$ cat src/hw/rtl/bmf_pkg.sv
`timescale 1ns / 1ps
package bmf_pkg;

  // Register map (index in units of 32-bit words)
  localparam int ADDR_W   = 4;
  localparam int DATA_W   = 32;
  localparam int KERNEL_W = 3;
  localparam int DIM_W    = 11;
  localparam int PIX_W    = 8;

  localparam logic [1:0] CFG_KERNEL = 2'd0;
  localparam logic [1:0] CFG_WIDTH  = 2'd1;
  localparam logic [1:0] CFG_HEIGHT = 2'd2;

  localparam logic [KERNEL_W-1:0] KERNEL_RESET = 3'd3;
  localparam logic [DIM_W-1:0]    WIDTH_RESET  = 11'd640;
  localparam logic [DIM_W-1:0]    HEIGHT_RESET = 11'd480;

  localparam logic OP_PIXEL = 1'b0;
  localparam logic OP_DRAIN = 1'b1;

  localparam logic [PIX_W-1:0] PIX_MAX = 8'hFF;

endpackage

$ cat src/hw/rtl/bmf_front.sv
`timescale 1ns / 1ps
module bmf_front #(
  parameter int KW = 3,
  parameter int DW = 11,
  parameter int HW = 11,
  parameter int CW = 20,
  parameter int QW = 8
) (
  input  logic                        clk,
  input  logic                        rst,
  input  logic                        cfg_wr,
  input  logic [DW-1:0]               w,
  input  logic [HW-1:0]               hgt,
  input  logic [KW-1:0]               h,
  input  logic                        in_valid,
  output logic                        in_ready,
  input  logic                        op,
  input  logic [bmf_pkg::PIX_W-1:0]   pixel_value,
  input  logic                        q_full,
  output logic                        q_push,
  output logic [QW-1:0]               q_data
);
  import bmf_pkg::*;

  localparam logic [2:0] S_TOT   = 3'd0;
  localparam logic [2:0] S_DIV   = 3'd1;
  localparam logic [2:0] S_IDLE  = 3'd2;
  localparam logic [2:0] S_APPLY = 3'd3;
  localparam logic [2:0] S_MUL1  = 3'd4;
  localparam logic [2:0] S_MUL2  = 3'd5;
  localparam logic [2:0] S_DEC   = 3'd6;
  localparam int STW = $clog2(CW + 1);

  logic [2:0]       state;
  logic             op_q;
  logic [PIX_W-1:0] pix_q;
  logic [HW-1:0]    in_row;
  logic [DW-1:0]    in_col;
  logic [CW-1:0]    cnt;
  logic [HW-1:0]    r;
  logic [DW-1:0]    c;
  logic [CW-1:0]    total;
  logic [CW-1:0]    arrived;
  logic [CW-1:0]    needed;
  logic             wr_q;
  logic [KW-1:0]    wslot_q;
  logic [DW-1:0]    wcol_q;
  logic [STW-1:0]   dstep;
  logic [DW-1:0]    drem;
  logic [CW-1:0]    dquo;

  logic [CW-1:0]    w_x;
  logic [CW-1:0]    h_x;
  logic [DW:0]      dt;
  logic             dge;
  logic             restart;
  logic [HW-1:0]    row0;
  logic [DW-1:0]    col0;
  logic             wr_now;
  logic [DW-1:0]    col1;
  logic [HW:0]      r_h;
  logic [DW:0]      c_h;
  logic [HW-1:0]    nrow;
  logic [DW-1:0]    ncol;
  logic             done;
  logic             emit;
  logic             last;
  logic [CW-1:0]    cnt1;

  assign w_x = CW'(w);
  assign h_x = CW'(hgt);

  always_comb begin
    dt      = {drem, dquo[CW-1]};
    dge     = (dt >= {1'b0, w});
    restart = (in_row >= hgt) && (cnt >= total);
    row0    = restart ? '0 : in_row;
    col0    = restart ? '0 : in_col;
    wr_now  = (row0 < hgt) && (op_q == OP_PIXEL);
    col1    = col0 + 1'b1;
    r_h     = {1'b0, r} + (HW + 1)'(h);
    c_h     = {1'b0, c} + (DW + 1)'(h);
    nrow    = (r_h < (HW + 1)'(hgt - 1'b1)) ? HW'(r_h) : (hgt - 1'b1);
    ncol    = (c_h < (DW + 1)'(w - 1'b1)) ? DW'(c_h) : (w - 1'b1);
    done    = (in_row >= hgt);
    emit    = (cnt < total) && (done || (arrived >= needed));
    last    = (cnt == total - 1'b1);
    cnt1    = cnt + 1'b1;
  end

  assign in_ready = (state == S_IDLE) && !q_full && !cfg_wr;
  assign q_push   = (state == S_DEC);
  assign q_data   = {wr_q, wslot_q, wcol_q, pix_q, emit, last, r, c};

  always_ff @(posedge clk) begin
    if (rst) begin
      state  <= S_TOT;
      in_row <= '0;
      in_col <= '0;
      cnt    <= '0;
      r      <= '0;
      c      <= '0;
      wr_q   <= 1'b0;
    end else if (cfg_wr) begin
      state <= S_TOT;
    end else begin
      case (state)
        S_TOT: begin
          total <= w_x * h_x;
          dquo  <= cnt;
          drem  <= '0;
          dstep <= '0;
          state <= S_DIV;
        end
        S_DIV: begin
          // one quotient bit per cycle: recover row and column of the next output
          dquo  <= {dquo[CW-2:0], dge};
          drem  <= dge ? DW'(dt - {1'b0, w}) : DW'(dt);
          dstep <= dstep + 1'b1;
          if (dstep == STW'(CW - 1)) begin
            r     <= HW'({dquo[CW-2:0], dge});
            c     <= dge ? DW'(dt - {1'b0, w}) : DW'(dt);
            state <= S_IDLE;
          end
        end
        S_IDLE: begin
          if (in_valid && in_ready) begin
            op_q  <= op;
            pix_q <= pixel_value;
            state <= S_APPLY;
          end
        end
        S_APPLY: begin
          wr_q    <= wr_now;
          wslot_q <= row0[KW-1:0];
          wcol_q  <= col0;
          if (restart) begin
            cnt <= '0;
            r   <= '0;
            c   <= '0;
          end
          if (wr_now) begin
            if (col1 >= w) begin
              in_col <= '0;
              in_row <= row0 + 1'b1;
            end else begin
              in_col <= col1;
              in_row <= row0;
            end
          end else begin
            in_col <= col0;
            in_row <= row0;
          end
          state <= S_MUL1;
        end
        S_MUL1: begin
          arrived <= CW'(in_row) * w_x + CW'(in_col);
          state   <= S_MUL2;
        end
        S_MUL2: begin
          needed <= CW'(nrow) * w_x + CW'(ncol) + 1'b1;
          state  <= S_DEC;
        end
        S_DEC: begin
          if (emit) begin
            cnt <= cnt1;
            if (c + 1'b1 >= w) begin
              c <= '0;
              r <= r + 1'b1;
            end else begin
              c <= c + 1'b1;
            end
          end
          if (done && ((emit ? cnt1 : cnt) >= total)) begin
            in_row <= '0;
            in_col <= '0;
            cnt    <= '0;
            r      <= '0;
            c      <= '0;
          end
          state <= S_IDLE;
        end
        default: state <= S_TOT;
      endcase
    end
  end

endmodule

$ cat config.mk
export PLATFORM = sky130hd
export DESIGN_NAME = bmf_front
export DESIGN_NICKNAME = d
export VERILOG_FILES = /design/src/hw/rtl/bmf_pkg.sv /design/src/hw/rtl/bmf_front.sv
export SDC_FILE = /design/constraint.sdc
export NUM_CORES = 1
export LEC_CHECK = 0
export ABC_AREA = 1
export ABC_CLOCK_PERIOD_IN_PS = 17100
export BUFFER_PORTS_ARGS = -buffer_cell sky130_fd_sc_hd__buf_4
export CAP_MARGIN = 20
export CORE_MARGIN = 2
export CORE_UTILIZATION = 50
export CTS_CLUSTER_DIAMETER = 80
export DETAILED_ROUTE_END_ITERATION = 10
export PLACE_DENSITY = 0.66
export SLEW_MARGIN = 10
export SYNTH_ARGS = -nofsm -noshare
export SYNTH_HDL_FRONTEND = slang
export SYNTH_SLANG_ARGS = --single-unit
$ cat constraint.sdc
create_clock -name clk -period 17.1 [get_ports clk]
set_clock_uncertainty 0.2 [all_clocks]
set_input_delay 0.855 -clock clk [delete_from_list [all_inputs] [get_ports clk]]
set_output_delay 0.855 -clock clk [all_outputs]
set_load 0.05 [all_outputs]
======== Yosys cells after proc, flatten, opt, wreduce, memory -nomap -nowiden ========
Cells that the tools add are included.
W data, S select, Z words.
storage, ports and cells
  flip-flop bits (word level) ............. 164
  output and inout bits ................... 10
operators by class
  $lt $le $gt $ge ......................... 11
  $mul .................................... 3
  bitwise logic cells ..................... 3
  add/sub/neg operators ................... 16
  reductions and logical operators ........ 25
  equal/unequal tests ..................... 13
  mux-type cells .......................... 33
operators with widths
  cell                     number
  $mux W11                 19
  $pmux W20 S2             2
  $pmux W11 S2             3
  $pmux W11 S3             2
  $ge A20 B20 Y1           3
  $mul A11 B11 Y20         3
  $mux W20                 3
  $add A11 B1 Y11 const B  4
  $add A20 B1 Y20 const B  2
  $add A20 B11 Y20         2
  $ge A11 B11 Y1           3
  $add A11 B3 Y12          2
  $lt A12 B12 Y1           2
  $sub A11 B1 Y12 const B  2
  $sub A11 B1 Y11 const B  2
  $pmux W3 S7              1
  $lt A20 B20 Y1           1
  $reduce_and A3 Y1        6
  $ge A12 B11 Y1           1
  $lt A11 B11 Y1           1
  $sub A11 B11 Y11         1
  $pmux W5 S2              1
  $eq A3 B3 Y1 const B     3
  $logic_and A1 B1 Y1      7
  19 further kinds         28

======== Longest topological paths before layout ========
  depth in word-level cells ............... 8
  gate-level depth with buffers ........... 44

======== Least setup slack after synthesis ========
OpenSTA, ideal clock, no wires.
  path type ............................... input -> register
  start point ............................. input h[0]
  end point ............................... register needed[19] (data pin)
  stages on the path ...................... 37
  setup slack ............................. 8.989 ns
  arrival time ............................ 7.658 ns
  library setup time ...................... 0.253 ns
  data required time ...................... 16.647 ns
  cell sequence ........................... ha_1 -> inv_1 -> fa_1 -> o21ai_1 -> nand2_1 -> nor2_1 -> nand2_1 -> nor2_2 -> inv_1 -> o21ai_1 -> inv_1 -> ha_1 -> nand2_1 -> nor3_1 -> nand4_1 -> nand2_1 -> clkbuf_1 -> nand2_1 -> o21ai_0 -> inv_1 -> nand2_1 -> fa_1 -> fa_1 -> inv_1 -> fa_1 -> fa_1 -> inv_1 -> fa_1 -> inv_1 -> ha_1 -> nand2_1 -> nor2_1 -> nand4_1 -> o311ai_0 -> inv_1 -> nand2_1 -> nand2_1
on the way
  cells in the longest elaborated chain, start to end .. 6
  elaborated cells on any way between the ends .. 9
  classes of those cells .................. add/sub (4); mul (1); order compare (2); mux (2)
ends and longest elaborated chain
  element               line              RTL
  start, declared       bmf_front.sv:14   input logic [KW-1:0] h,
  $add A11 B3 Y12       bmf_front.sv:81   r_h = {1'b0, r} + (HW + 1)'(h);
  $lt A12 B12 Y1        bmf_front.sv:83   nrow = (r_h < (HW + 1)'(hgt - 1'b1)) ? HW'(r_h) : (hgt - 1'b1);
  $mux W11              bmf_front.sv:83
  $mul A11 B11 Y20      bmf_front.sv:161  needed <= CW'(nrow) * w_x + CW'(ncol) + 1'b1;
  $add A20 B11 Y20 (*)  bmf_front.sv:161
  $add A20 B1 Y20 (*)   bmf_front.sv:161
  end signal, assigned  bmf_front.sv:161
  end, declared         bmf_front.sv:44   logic [CW-1:0] needed;
Every way passes the cells marked *; elsewhere a longest branch is shown, timed or not.
A chain may end at the register's enable or synchronous reset.

======== Worst setup path in the final report ========
Same ends and word-level chain as after synthesis.

==> run_results.csv <==
group,metric,value,unit
sta,hold_viol_final,0,
grt,overflow,0,
critical_path,critPathLaunchType,"input pin",
final_layout,synthToLayoutAreaGrowth,5.40,%
yosys,synth_seq_cells,164,
yosys,seq_area_frac_synth,0.175,
sta,timing.fmax,110,MHz
pwr,p_per_area,84.2,nW/um^2
clock_tree,ctsResizeCount,0,
clock_tree,insertion_delay,0.48,ns
yosys,syn_avg_cell_area,7.65,um^2
yosys,netlist_area,24300,um^2
die,start_util,0.508,
critical_path,worstPathArrival,9.10,ns
clock_tree,cts_made_buffers,17,
job,maxCapViolCount,0,
critical_path,critical-path-slowest-cell,"o311ai_0",
grt,antenna_found_initial,0,
detailed_routing,drtAntennaViolNets,0,
sta,slew_viol_final,0,
clock_tree,postCtsSetupRepairBufs,0,
detailed_routing,drcViolationCount,0,
clock_tree,path_clk_slew,0.07,ns
yosys,async_flop_share,0,
clock_tree,hold_buffers,0,
pwr,vdd_drop_max,0.0826,mV
detailed_routing,via_per_inst,5.43,
clock_tree,root_buffer,"clkbuf_16",
grt,grt_start_max_net_pins,47,
die,io_pins,49,
clock_tree,clockBufferDepth,2,
place,dpl.hpwl,47900,um
yosys,synth-simple-area-share,0.201,
critical_path,worstRegToRegCells,35,
yosys,synth.distinct_cells,58,
final_layout,finish.utilization,0.535,
sta,whs,0.279,ns
yosys,synthMuxAreaShare,0,
critical_path,worstSetupPathType,"in2reg",
final_layout,fillers,4542,
hold_path,hp-class,"reg2reg",
critical_path,worstPathRequired,17.13,ns
critical_path,crit_family,"adder cells",
yosys,syn-instance-count,3179,
grt,grt_pass1_wl,103000,um
sta,finalSetupViolations,0,
yosys,synth_compound_area_frac,0.0825,
sta,setup_ws,8.03,ns
die,fp.dieH,224,um
die,die_x,224,um
place,port_buffers,40,
clock_tree,h-tree-depth,4,
yosys,synth-edff-count,97,
critical_path,end_kind,"flop",
critical_path,cp_slowest_stage_delay,0.73,ns
sta,min_period_over_period,0.531,
place,place_area,25000,um^2
die,core,47800,um^2
yosys,synth_adder_area_share,0.373,
detailed_routing,drtIter0Drc,1520,
critical_path,crit_fanout,17,
clock_tree,cts.sinks,164,
sta,fin_setup_tns,0,ns
die,rows,80,
yosys,synth_top_family_by_area,"adder cells",
yosys,synthesis.nets,3785,
detailed_routing,drt_pass1_iterations,6,
grt,grt_pass1_vias,20400,
detailed_routing,drt-wirelength-per-cell,16.5,um
critical_path,critPathBufInv,9,
yosys,ys.flop_type,"edfxtp_1",
sta,worstMarginPinSlew,0.928,ns
grt,grt_usage,0.258,
pwr,leakage,13.6,nW
die,die-area,50400,um^2
detailed_routing,via_count,20400,
final_layout,nNetsFinal,3744,
place,dp_slack,7.70,ns
sta,rsz0062_at_grt,"false",
final_layout,design_area,25600,um^2
yosys,ys_warn_count,0,
final_layout,drive_gt1_frac,0.0425,
hold_path,min_path_cells,2,
clock_tree,tritoncts,"yes",
yosys,synthXorXnorAreaFrac,0.0486,
sta,slew_headroom,0.381,
critical_path,cp.depth,36,
final_layout,antenna_cells,0,
status,status,"complete, no violations",
place,gp_congestion,0.882,
detailed_routing,wirelength,62100,um
sta,finalCriticalPeriod,9.07,ns
-- synthesized netlist by cell type, types with 31 or more instances --
| master | instances | area share |
|---|---|---|
| inv_1 | 624 | 0.096 |
| o21ai_0 | 131 | 0.027 |
| fa_1 | 262 | 0.22 |
| dfxtp_1 | 67 | 0.055 |
| edfxtp_1 | 97 | 0.12 |
| clkbuf_1 | 80 | 0.012 |
| nand3_1 | 104 | 0.021 |
| a21oi_1 | 151 | 0.031 |
| xor2_1 | 104 | 0.037 |
| nand2_1 | 761 | 0.12 |
| xnor2_1 | 31 | 0.011 |
| ha_1 | 305 | 0.16 |
| nor2_1 | 224 | 0.035 |
-- cells in the final DEF (no fill, tap or decap), types with 4 or more instances in the layout --
master / instances
a211oi_1: 8
a21o_1: 5
a21oi_1: 151
a22oi_1: 17
a31oi_1: 5
buf_4: 52
clkbuf_16: 17
clkinv_1: 6
clkinv_8: 6
dfxtp_1: 67
edfxtp_1: 97
fa_1: 262
ha_1: 305
inv_1: 624
inv_2: 14
inv_6: 4
nand2_1: 761
nand2_2: 8
nand3_1: 104
nand4_1: 26
nor2_1: 223
nor2_2: 6
nor3_1: 24
nor3_2: 5
nor4_1: 9
o211ai_1: 4
o21ai_0: 131
o21ai_1: 17
o21bai_1: 6
or2_2: 5
xnor2_1: 31
xor2_1: 104
-- cell type report --
| class | instances | area [um^2] | area share |
|---|---|---|---|
| sequential | 164 | 4250 | 0.166 |
| clock buffer | 17 | 425 | 0.0166 |
| timing repair buffer | 53 | 405 | 0.0158 |
| inverter | 644 | 2420 | 0.0943 |
| clock inverter | 15 | 196 | 0.00767 |
| multi-input combinational | 2258 | 17200 | 0.669 |
| tap | 615 | 769 | 0.0300 |
-- sequential cells by signal, summed over array words and instances (netlist names) --
signal   cells
in_col      11
in_row      11
cnt         20
op_q         1
dquo        20
needed      20
state        3
dstep        5
drem        11
total       20
c           11
r           11
arrived     20
-- kinds of logic after synthesis --
group                      Yosys count
DFF                                164
buffers and inverters              757
and+or+nand+nor                   1191
adders and majority gates          567
AOI/OAI and AO/OA                  365
xor gates and xnor gates           135
-- path summary, 6_finish.rpt --
path | from | endpoint | slack (ns)
hold / removal | in_col[7]$_SDFFE_PP0P_ | in_col[7]$_SDFFE_PP0P_ | 0.28
hold reg to reg | in_col[7]$_SDFFE_PP0P_ | in_col[7]$_SDFFE_PP0P_ | 0.28
setup reg to reg | r[0]$_SDFFE_PP0P_ | needed[19]$_DFFE_PP_ | 8.04
setup / recovery | h[0] | needed[19]$_DFFE_PP_ | 8.03
-- worst reg2reg max path, delay by kind of cell, from the launching register on --
kind            cells  cell delay (ns)
buf+inv             8             0.71
flops               1             0.43
compound gates      6             1.98
simple gates       12             1.68
fa+ha+maj           9             3.82
-- metrics by stage --
step / power [mW] / std cells
5_1_grt: 2.38 / 3766
6_report: 2.16 / 3766
4_1_cts: 2.18 / 3766
2_1_floorplan: 1.46 / 3179
3_5_place_dp: 1.75 / 3734
3_3_place_gp: 1.72 / 3733
-- routing by layer --
| metal | vias up | wire, um | global-route usage |
|---|---|---|---|
| met2 | 621 | 28700 | 0.423 |
| met4 | 0 | 1760 | 0.0865 |
| met5 | - | 0 | 0 |
| li1 | 9816 | - | - |
| met1 | 9902 | 27600 | 0.351 |
| met3 | 105 | 3930 | 0.0361 |
-- power breakdown --
part | switching (mW) | internal, mW
sequential | 0.0119 | 0.504
combinational | 0.748 | 0.478
clock | 0.214 | 0.201
No activity file was read; power rests on OpenSTA's default activity.
