==> src/hw/rtl/bmf_queue.sv <==
`timescale 1ns / 1ps
module bmf_queue #(
  parameter int W     = 8,
  parameter int DEPTH = 2
) (
  input  logic         clk,
  input  logic         rst,
  input  logic         push,
  input  logic [W-1:0] push_data,
  input  logic         pop,
  output logic [W-1:0] pop_data,
  output logic         full,
  output logic         empty
);
  localparam int PW = (DEPTH > 1) ? $clog2(DEPTH) : 1;
  localparam int CNW = $clog2(DEPTH + 1);

  logic [W-1:0]   slots [DEPTH];
  logic [PW-1:0]  wptr;
  logic [PW-1:0]  rptr;
  logic [CNW-1:0] count;

  assign full     = (count == CNW'(DEPTH));
  assign empty    = (count == '0);
  assign pop_data = slots[rptr];

  always_ff @(posedge clk) begin
    if (push && !full) begin
      slots[wptr] <= push_data;
    end
  end

  always_ff @(posedge clk) begin
    if (rst) begin
      wptr  <= '0;
      rptr  <= '0;
      count <= '0;
    end else begin
      if (push && !full) begin
        wptr <= (wptr == PW'(DEPTH - 1)) ? '0 : wptr + 1'b1;
      end
      if (pop && !empty) begin
        rptr <= (rptr == PW'(DEPTH - 1)) ? '0 : rptr + 1'b1;
      end
      if ((push && !full) && !(pop && !empty)) begin
        count <= count + 1'b1;
      end else if (!(push && !full) && (pop && !empty)) begin
        count <= count - 1'b1;
      end
    end
  end

endmodule

==> config.mk <==
export PLATFORM = sky130hd
export DESIGN_NAME = bmf_queue
export DESIGN_NICKNAME = d
export VERILOG_FILES = /design/src/hw/rtl/bmf_queue.sv
export SDC_FILE = /design/constraint.sdc
export NUM_CORES = 1
export LEC_CHECK = 0
export BUFFER_PORTS_ARGS = -buffer_cell sky130_fd_sc_hd__buf_4
export CORE_UTILIZATION = 52
export CTS_CLUSTER_SIZE = 10
export DETAILED_ROUTE_END_ITERATION = 12
export GPL_ROUTABILITY_DRIVEN = 0
export GPL_TIMING_DRIVEN = 0
export PLACE_DENSITY_LB_ADDON = 0.2
export SETUP_SLACK_MARGIN = 0.3
export SYNTH_ARGS = -nofsm -noshare
export SYNTH_HDL_FRONTEND = slang
export SYNTH_SLANG_ARGS = --single-unit
==> constraint.sdc <==
create_clock -name clk -period 4.4 [get_ports clk]
set_input_delay 0.22 -clock clk [delete_from_list [all_inputs] [get_ports clk]]
set_output_delay 0.22 -clock clk [all_outputs]
set_load 0.03 [all_outputs]
=== Yosys cells after proc, flatten, opt, wreduce, memory -nomap -nowiden ===
Memories as Yosys holds them, arrays and structs flattened. A register that Yosys moved wholly into a read port is not among the register bits.
Cells that the tools add are included.

* Memory bits (writable): 16
* Memories: 1
* Logic and storage cells: 27
* Input port bits: 12
* Bits in registers: 4

{| class="wikitable"
|+ Memories
! memory !! words !! bits a word !! read ports !! clocked after Yosys merged registers in !! wr ports !! line !! text
|-
| slots || 2 || 8 || 1 || 1 || 1 || 18 || <nowiki>logic [W-1:0] slots [DEPTH];</nowiki>
|}

* Reduce and logical (&&, ||, !) cells: 10
* $add $sub $neg: 4
* Multiplexer cells: 8
* Equal/unequal tests: 1

{| class="wikitable"
|+ Operators with widths
! kind !! count
|-
| $mux 1 || 6
|-
| $logic_and 1x1->1 || 4
|-
| $logic_not 1->1 || 4
|-
| $mux 2 || 2
|-
| $add 1x1->1 const B || 2
|-
| $add 2x1->2 const B || 1
|-
| $eq 2x2->1 const B || 1
|-
| $logic_not 2->1 || 1
|-
| $reduce_bool 2->1 || 1
|-
| $sub 2x1->2 const B || 1
|}

=== Longest topological paths before layout ===
Gate-level depths: netlist (run 1).

* Word-level depth: 7
* Depth in mapped cells: 6
* Mapped depth without buffers: 6

=== Worst setup path before layout (run 1) ===
No wires, ideal clock.

* Kind: reg2reg
* From: register count[1]
* To: register count[1]
* Period minus slack after synthesis: 1.672 ns
* Path slack: 2.728 ns
* Cell stages (with the launch flop): 6
* Data required time: 4.330 ns
* Arrival: 1.602 ns
* Cells stage by stage: dfxtp_1 nor2b_2 nor2_1 ha_1 or3_1 a21oi_1

* Cells in the longest elaborated chain, start to end: 6

{| class="wikitable"
|+ RTL lines
! element !! line !! text
|-
| start: declaration || 21 || <nowiki>logic [CNW-1:0] count;</nowiki>
|-
| start signal: assignment || 46 || <nowiki>count <= count + 1'b1;</nowiki>
|-
| start signal: assignment || 48 || <nowiki>count <= count - 1'b1;</nowiki>
|-
| $eq 2x2->1 * || 23 || <nowiki>assign full = (count == CNW'(DEPTH));</nowiki>
|-
| named net full || 12 || <nowiki>output logic full,</nowiki>
|-
| $logic_not 1->1 * || 45, 47 ||
|-
| $logic_and 1x1->1 * || 45, 47 ||
|-
| $logic_not 1->1 || 47 || <nowiki>end else if (!(push && !full) && (pop && !empty)) begin</nowiki>
|-
| $logic_and 1x1->1 || 47 ||
|-
| $reduce_bool 2->1 (no source line) || - ||
|}

Mark *: on every way through the listed nets, which the timed path passes. The rest lies on a longest branch. The select of a mux whose other input is x is not followed.
A chain may end at the register's enable or synchronous reset.

=== Final worst setup path (run 1) ===
* From: register count[0]
* To: register count[1]

* Cells in the longest elaborated chain, start to end: 6

{| class="wikitable"
|+ RTL lines
! element !! line
|-
| $eq 2x2->1 or $logic_not 2->1 (tied branches) || 23, 24
|-
| $logic_not 1->1 || 45, 47
|-
| $logic_and 1x1->1 || 45, 47
|-
| $logic_not 1->1, on equally long branches || 47, 45
|-
| $logic_and 1x1->1, on equally long branches || 47, 45
|-
| $reduce_bool 2->1 (no source line) or $mux 2 (tied branches) || -
|}

Parallel ways exist; a longest one is shown, timed or not. The select of a mux whose other input is x is not followed.

==> results of run 1 <==
==> sequential cells by signal, summed over array words and instances, names as in the netlist, named ones only <==
signal / count
rptr: 1
slots: 16
wptr: 1
count: 2
==> final timing paths <==
kind | startpoint | to | slack [ns] | depth (start not counted)
worst max register to register | count[0] | count[1] | 2.83 | 4
worst min-delay path | push_data[3] | slots[1][3] | 0.10 | 1
worst max-delay path | count[0] | count[1] | 2.83 | 4
worst min register to register | wptr | wptr | 0.49 | 2
==> metrics by stage <==
stage | total power (uW) | cell area (sq um) | cells | worst slack, ns
detailed placement | 516 | 970 | 86 | 2.84
global route | 632 | 997 | 90 | 2.71
global placement | 512 | 970 | 86 | 2.84
CTS | 603 | 997 | 90 | 2.82
finish | 598 | 997 | 90 | 2.83
floorplan | 439 | 793 | 50 | 2.73
==> worst max-delay path, cell delays in order, from the launching register on <==
cell and delay [ns]:
dfxtp_1 0.37, o21ai_0 0.30, ha_1 0.32, or3_1 0.38, a21oi_1 0.14
==> kinds of logic after synthesis <==
family | share of synthesized area
AO/OA/AOI/OAI | 0.0315
buffers and inverters | 0.0158
adder cells (fa/ha/maj) | 0.0158
AND/OR/NAND/NOR | 0.0584
XOR/XNOR | 0.0331
flip-flops | 0.732
multiplexers | 0.114
==> synthesized netlist by cell type, drive strengths merged <==
master,instances
nor2b,1
mux2,8
inv,2
or3,2
ha,1
buf,1
nor2,5
a21oi,2
edfxtp,16
xor2,3
dfxtp,5
o21ai,3
and2,1
==> per-layer routing <==
metal  GRT usage  vias up  wire length (um)
li1            -      229                 -
met1       0.201      196               495
met4      0.0750        0                10
met5           0        -                 0
met3      0.0489        2                71
met2       0.266       16               532
==> where the power goes <==
| group | switching (uW) | total [uW] | leakage (uW) | internal (uW) |
|---|---|---|---|---|
| Sequential | 16.6 | 269 | 0.000191 | 253 |
| Combinational | 139 | 241 | 0.000195 | 102 |
| Clock | 53.6 | 87.4 | 0.0000177 | 33.8 |
==> area by class of cell <==
type                    count  area share
clock inverters             1     0.00502
plain buffers               1     0.00502
clock buffers               3      0.0226
flip-flops and latches     21       0.582
repair buffers             21       0.158
multi-input cells          26       0.201
well taps                  15      0.0188
inverters                   2     0.00753
==> flow_summary.toml, run 1 <==
[clocking]
clock_path_buffers = 2
clock_sinks = 21
cts_tree = "yes"
clk_latency_ns = 0.29
clkTransAtPathRegs_ns = 0.11
cts_resized = 0
post_cts_buffers = 0
cts_made_buffers = 3
ctsHoldBuffers = 0
root_buffer = "clkbuf_4"
cts_max_level = 1

[synth]
yosysTopAreaCell = "edfxtp_1"
synth_area_per_cell_sq_um = 15.9
synth-seq-area-share = 0.732
synth_seq_cells = 21
synth_area_sq_um = 793
synth.distinct_cells = 13
syn_inst = 50
synth_top_area_share = 0.606
ys_warn_count = 0
syn_nets = 63
synth_area_leaders = "edfxtp_1 61%, dfxtp_1 13%, mux2_2 11%, xor2_1 3.3%, nor2_1 2.4%"

[cells_and_area]
final_common_cell = "buf_4"
final_util = 0.730
antenna-diode-count = 0
fin_nets = 89
final_cell_mix = "21 x buf_4, 16 x edfxtp_1, 8 x mux2_2"
drive_gt1_frac = 0.467
syn2layout_area_growth_pct = 25.7
nFillCells = 104
multiInputGateArea_sq_um = 200
seqCellArea_sq_um = 581

[setup_path]
critPathArrivalTime_ns = 1.80
critical_path_class = "reg -> reg"
crit_required_ns = 4.63
crit_path_start_kind = "register"
critPathMaxFanout = 5
cp-end-kind = "register"

[sta]
min_period_ns = 1.57
worst_pin_slew_ns = 0.382
slew_headroom = 0.745
timing.final.setup_violations = 0
hold_violations = 0
min_period_over_period = 0.356
slew_violations = 0
fmax_ghz = 0.639
finalClockSkew_ns = 0.00195
fin_setup_tns_ns = 0
rsz0062_at_grt = "false"
whs_ns = 0.103

[global_routing]
grt_max_degree = 13
grt-ovfl-total = 0
grt_pass1_vias = 388
grt_util_all_layers = 0.165
antenna_found_initial = 0
grt_first_pass_wirelength_um = 1700

[placement]
portBuffers = 21
dpl.hpwl_um = 831

[worst_hold_path]
min_path_type = "in -> reg"

[route]
routed_via_density = 4.92
num_vias = 443
drt-total-wl_um = 1110
ant_nets = 0
drt_pass1_iterations = 3
drc = 0
wl_per_cell_um = 12.3
first_iter_violations = 12

[floorplan]
die_x_um = 41.1
core_sq_um = 1370
dieArea_sq_um = 1690
start_util = 0.581
core.rowCount = 13
die_h_um = 41.1
pin_count = 22

[run_status]
run_status = "completed"

[pwr]
p_leak_uw = 0.000404
peakVddDrop_uv = 438
pwr_density_cell_nw_per_um2 = 600

[run]
max-cap-violations = 0
No activity file was read; power rests on OpenSTA's default activity.
==> inputs of run 2 (changes only) <==
--- a/config.mk
+++ b/config.mk
@@ -6,7 +6,7 @@
 export NUM_CORES = 1
 export LEC_CHECK = 0
 export BUFFER_PORTS_ARGS = -buffer_cell sky130_fd_sc_hd__buf_4
-export CORE_UTILIZATION = 52
+export CORE_UTILIZATION = 48
 export CTS_CLUSTER_SIZE = 10
 export DETAILED_ROUTE_END_ITERATION = 12
 export GPL_ROUTABILITY_DRIVEN = 0
==> constraint.sdc (replaced) <==
create_clock -name clk -period 1.61 [get_ports clk]
set_input_delay 0.0805 -clock clk [delete_from_list [all_inputs] [get_ports clk]]
set_output_delay 0.0805 -clock clk [all_outputs]
set_load 0.03 [all_outputs]
==> flow_summary.toml, run 2 (synthesis gave the netlist of run 1 again) <==
[run_status]
run_status = "completed"

[floorplan]
start_util = 0.521
core_sq_um = 1520
core.rowCount = 14
pin_count = 22
die_x_um = 42.7
dieArea_sq_um = 1820
die_h_um = 42.7

[pwr]
pwr_density_cell_nw_per_um2 = 1560
p_leak_uw = 0.000497
peakVddDrop_uv = 997

[clocking]
cts_tree = "yes"
clkTransAtPathRegs_ns = 0.10
root_buffer = "clkbuf_4"
clock_path_buffers = 2
clock_sinks = 21
cts_max_level = 1
clk_latency_ns = 0.30
cts_made_buffers = 3

[route]
drc = 0
routed_via_density = 5.25
drt-total-wl_um = 1350
first_iter_violations = 9
drt_pass1_iterations = 4
wl_per_cell_um = 13.2
ant_nets = 0
num_vias = 536

[worst_hold_path]
hold_start = "pop"
min_path_type = "in -> reg"
min_path_cells = 4

[cells_and_area]
final_util = 0.808
final_common_cell = "edfxtp_1"
antenna-diode-count = 0
largest_register_ffs = 16
syn2layout_area_growth_pct = 55.2
fin_nets = 100
final_cells = 102
final_cell_mix = "16 x edfxtp_1, 15 x buf_4, 9 x dlygate4sd3_1"
drive_gt1_frac = 0.523
regMostFlops = "slots"
reg.largest.list = "slots x16, count x2"

[run]
max-cap-violations = 0

[global_routing]
grt_max_degree = 12
top_usage_layer = "met2"
grt_pass1_vias = 546
grt-ovfl-total = 0
antenna_found_initial = 0
grt_use_met1 = 0.217
met3_usage = 0.0511
grt_util_all_layers = 0.175
grt_first_pass_wirelength_um = 2330
met2_usage = 0.294

[sta]
worst_pin_slew_ns = 0.201
slew_headroom = 0.866
fin_setup_tns_ns = 0
slew_violations = 0
min_period_over_period = 0.865
hold_violations = 0
timing.final.setup_violations = 0
min_period_ns = 1.39
fmax_ghz = 0.718
rsz0062_at_grt = "true"
finalClockSkew_ns = 0.00283

[setup_path]
critPathArrivalTime_ns = 1.62
crit_required_ns = 1.84
crit_path_start_kind = "register"
critical_path_class = "reg -> reg"
cp-end-kind = "register"
r2r_cells = 6
critPathMaxFanout = 5
rrSetupSlack_ns = 0.22
reg2reg_to = "count[1]"
r2r-start = "count[1]"

[placement]
dp_cells = 87
portBuffers = 21
dpl.hpwl_um = 816
==> run 2: final cells by class <==
class | count | area, sq um
buffer | 1 | 15.0
clock buffer | 4 | 26.3
fill | 82 | 293
inverter | 2 | 15.0
multi-input combinational | 26 | 273
sequential | 21 | 589
tap | 16 | 20.0
timing repair buffer | 32 | 293
==> run 2: metal layers <==
metal,wire [um],vias to the layer above
met5,0,-
met4,23,0
met3,67,3
met2,696,22
met1,561,254
li1,-,257
==> run 2: worst max path at each step <==
stage                  start  endpoint  slack (ns)  cells after the start
CTS                 count[1]  count[1]        0.19                      6
global route        count[1]  count[1]        0.15                      6
floorplan           count[1]  count[1]        0.09                      5
finish              count[1]  count[1]        0.22                      6
detailed placement  count[0]  count[1]        0.12                      4
global placement    count[0]  count[1]        0.12                      4
==> run 2: critical path: stages (launching register included) <==
cell,delay (ns)
dfxtp_4,0.39
nor2b_4,0.17
nor2_4,0.05
ha_4,0.15
xor2_1,0.14
or3_1,0.31
a21oi_1,0.12
==> run 2: where the power goes <==
group          leakage (uW)  switching (uW)  total [uW]  internal, uW
Sequential         0.000192            71.1         778           707
Clock             0.0000150             145         241          96.6
Combinational      0.000290             443         902           459
==> run 2: repair_timing <==
item                                    4_1_cts  5_1_grt
setup buffers                                 1        1
gates resized for setup                      28        6
pin swaps                                     4        1
cloned                                        0        0
endpoints found under the setup margin       25       17
hold buffers                                  9        0
endpoints found under the hold margin        21        0
==> run 2: stage by stage <==
stage	worst slack [ns]	power, uW	instance area (sq um)	hold WS (ns)
2_1_floorplan	0.0901	1220	801	0.142
3_3_place_gp	0.118	1410	978	0.266
3_5_place_dp	0.116	1430	978	0.268
4_1_cts	0.195	1880	1200	0.189
5_1_grt	0.145	2030	1230	0.186
6_report	0.217	1920	1230	0.178
==> inputs of run 3 (changes only) <==
--- a/config.mk
+++ b/config.mk
@@ -6,13 +6,14 @@
 export NUM_CORES = 1
 export LEC_CHECK = 0
 export BUFFER_PORTS_ARGS = -buffer_cell sky130_fd_sc_hd__buf_4
+export CAP_MARGIN = 20
 export CORE_UTILIZATION = 48
 export CTS_CLUSTER_SIZE = 10
 export DETAILED_ROUTE_END_ITERATION = 12
 export GPL_ROUTABILITY_DRIVEN = 0
 export GPL_TIMING_DRIVEN = 0
 export PLACE_DENSITY_LB_ADDON = 0.2
-export SETUP_SLACK_MARGIN = 0.3
+export SETUP_SLACK_MARGIN = 0.2
 export SYNTH_ARGS = -nofsm -noshare
 export SYNTH_HDL_FRONTEND = slang
 export SYNTH_SLANG_ARGS = --single-unit
==> flow_summary.toml, run 3 (synthesis gave the netlist of run 1 again) <==
[cells_and_area]
final_cells = 101
drive_gt1_frac = 0.506
antenna-diode-count = 0
syn2layout_area_growth_pct = 42.7
largest_register_ffs = 16
regMostFlops = "slots"
final_cell_mix = "22 x buf_4, 16 x edfxtp_1, 9 x dlygate4sd3_1"
fin_nets = 99
reg.largest.list = "slots x16, count x2"
final_common_cell = "buf_4"
final_cell_area_sq_um = 1130

[sta]
worst_pin_slew_ns = 0.205
hold_violations = 0
timing.final.setup_violations = 0
whs_ns = 0.185
finalClockSkew_ns = 0.00581
min_period_over_period = 0.875
min_period_ns = 1.41
fmax_ghz = 0.710
rsz0062_at_grt = "true"
slew_violations = 0
fin_setup_tns_ns = 0
slew_headroom = 0.864

[placement]
dp_cells = 87
placed_area_sq_um = 978
dpl.hpwl_um = 816
portBuffers = 21

[setup_path]
crit_path_start_kind = "register"
worst_path_max_delay_cell = "dfxtp_4"
critical_path_class = "reg -> reg"
cp_cell_sequence = "nor2b_4 -> nor2_2 -> ha_4 -> or3_1 -> a21oi_1"
crit_buf_inv = 0
timing.critical_path.max_delay_family = "simple AND/OR/NAND/NOR gates"
crit_required_ns = 1.84
critPathMaxFanout = 5
slowest_delay_ns = 0.37
critPathArrivalTime_ns = 1.64
rrSetupSlack_ns = 0.20
cp-end-kind = "register"

[floorplan]
dieArea_sq_um = 1820
die_x_um = 42.7
core.rowCount = 14
pin_count = 22
die_h_um = 42.7
start_util = 0.521
core_sq_um = 1520

[pwr]
peakVddDrop_uv = 947
p_leak_uw = 0.000449
p_total_uw = 1750
pwr_density_cell_nw_per_um2 = 1540

[clocking]
root_buffer = "clkbuf_4"
cts_max_level = 1
clkTransAtPathRegs_ns = 0.11
cts_made_buffers = 3
clock_sinks = 21
clock_path_buffers = 2
cts_tree = "yes"
clk_latency_ns = 0.30

[run]
max-cap-violations = 0

[route]
first_iter_violations = 6
ant_nets = 0
drt_pass1_iterations = 3
drc = 0
wl_per_cell_um = 12.4
routed_via_density = 5.02
drt-total-wl_um = 1260
num_vias = 507

[global_routing]
antenna_found_initial = 0
grt_pass1_vias = 523
grt-ovfl-total = 0
grt_first_pass_wirelength_um = 2150
grt_max_degree = 12
grt_util_all_layers = 0.163

[worst_hold_path]
min_path_type = "in -> reg"

[run_status]
run_status = "completed"
run 3: changes by cell type in the layout (fill, tap and decap cells not counted), sizes merged:
cell,delta
buf,-1
run 3: repair_timing:
item	in CTS	in global routing
setup buffers	1	0
hold buffers	9	0
setup endpoints to repair	17	17
endpoints found under the hold margin	21	0
cloned	0	0
pin swaps	1	0
gates resized for setup	3	7
run 3: final cells by class:
cell class,instances,area (sq um)
multi-input cells,26,225
repair buffers,31,255
flip-flops and latches,21,587
inverters,2,7.51
well taps,16,20.0
plain buffers,1,11.3
clock buffers,4,26.3
fillers,98,392
run 3: metrics by stage:
stage	utilization	setup WS, ns
5_1_grt	0.743	0.139
4_1_cts	0.725	0.176
3_5_place_dp	0.642	0.116
3_3_place_gp	0.642	0.118
2_1_floorplan	-	0.0901
6_report	0.743	0.202
run 3: where the power goes:
part | internal, uW | leakage [uW] | total, uW | switching (uW)
clock network | 96.5 | 0.0000150 | 241 | 145
registers | 703 | 0.000192 | 760 | 57.6
logic | 344 | 0.000242 | 745 | 401
run 3: tightest hold or removal path: stages:
cell and delay (ns):
buf_4 0.07, inv_1 0.06, o21ai_0 0.17, a21oi_1 0.06
run 3: worst paths after layout:
check	startpoint	to	cells after the start
worst max-delay path	count[1]	count[1]	5
worst min register to register	wptr	wptr	2
worst min-delay path	push	wptr	4
worst max register to register	count[1]	count[1]	5
run 3: layer usage:
metal  vias to the layer above  GRT usage  routed length, um
met3                         2     0.0511                 57
met4                         0     0.0563                 14
met5                         -          0                  0
met2                        17      0.270                637
li1                        249          -                  -
met1                       239      0.199                547
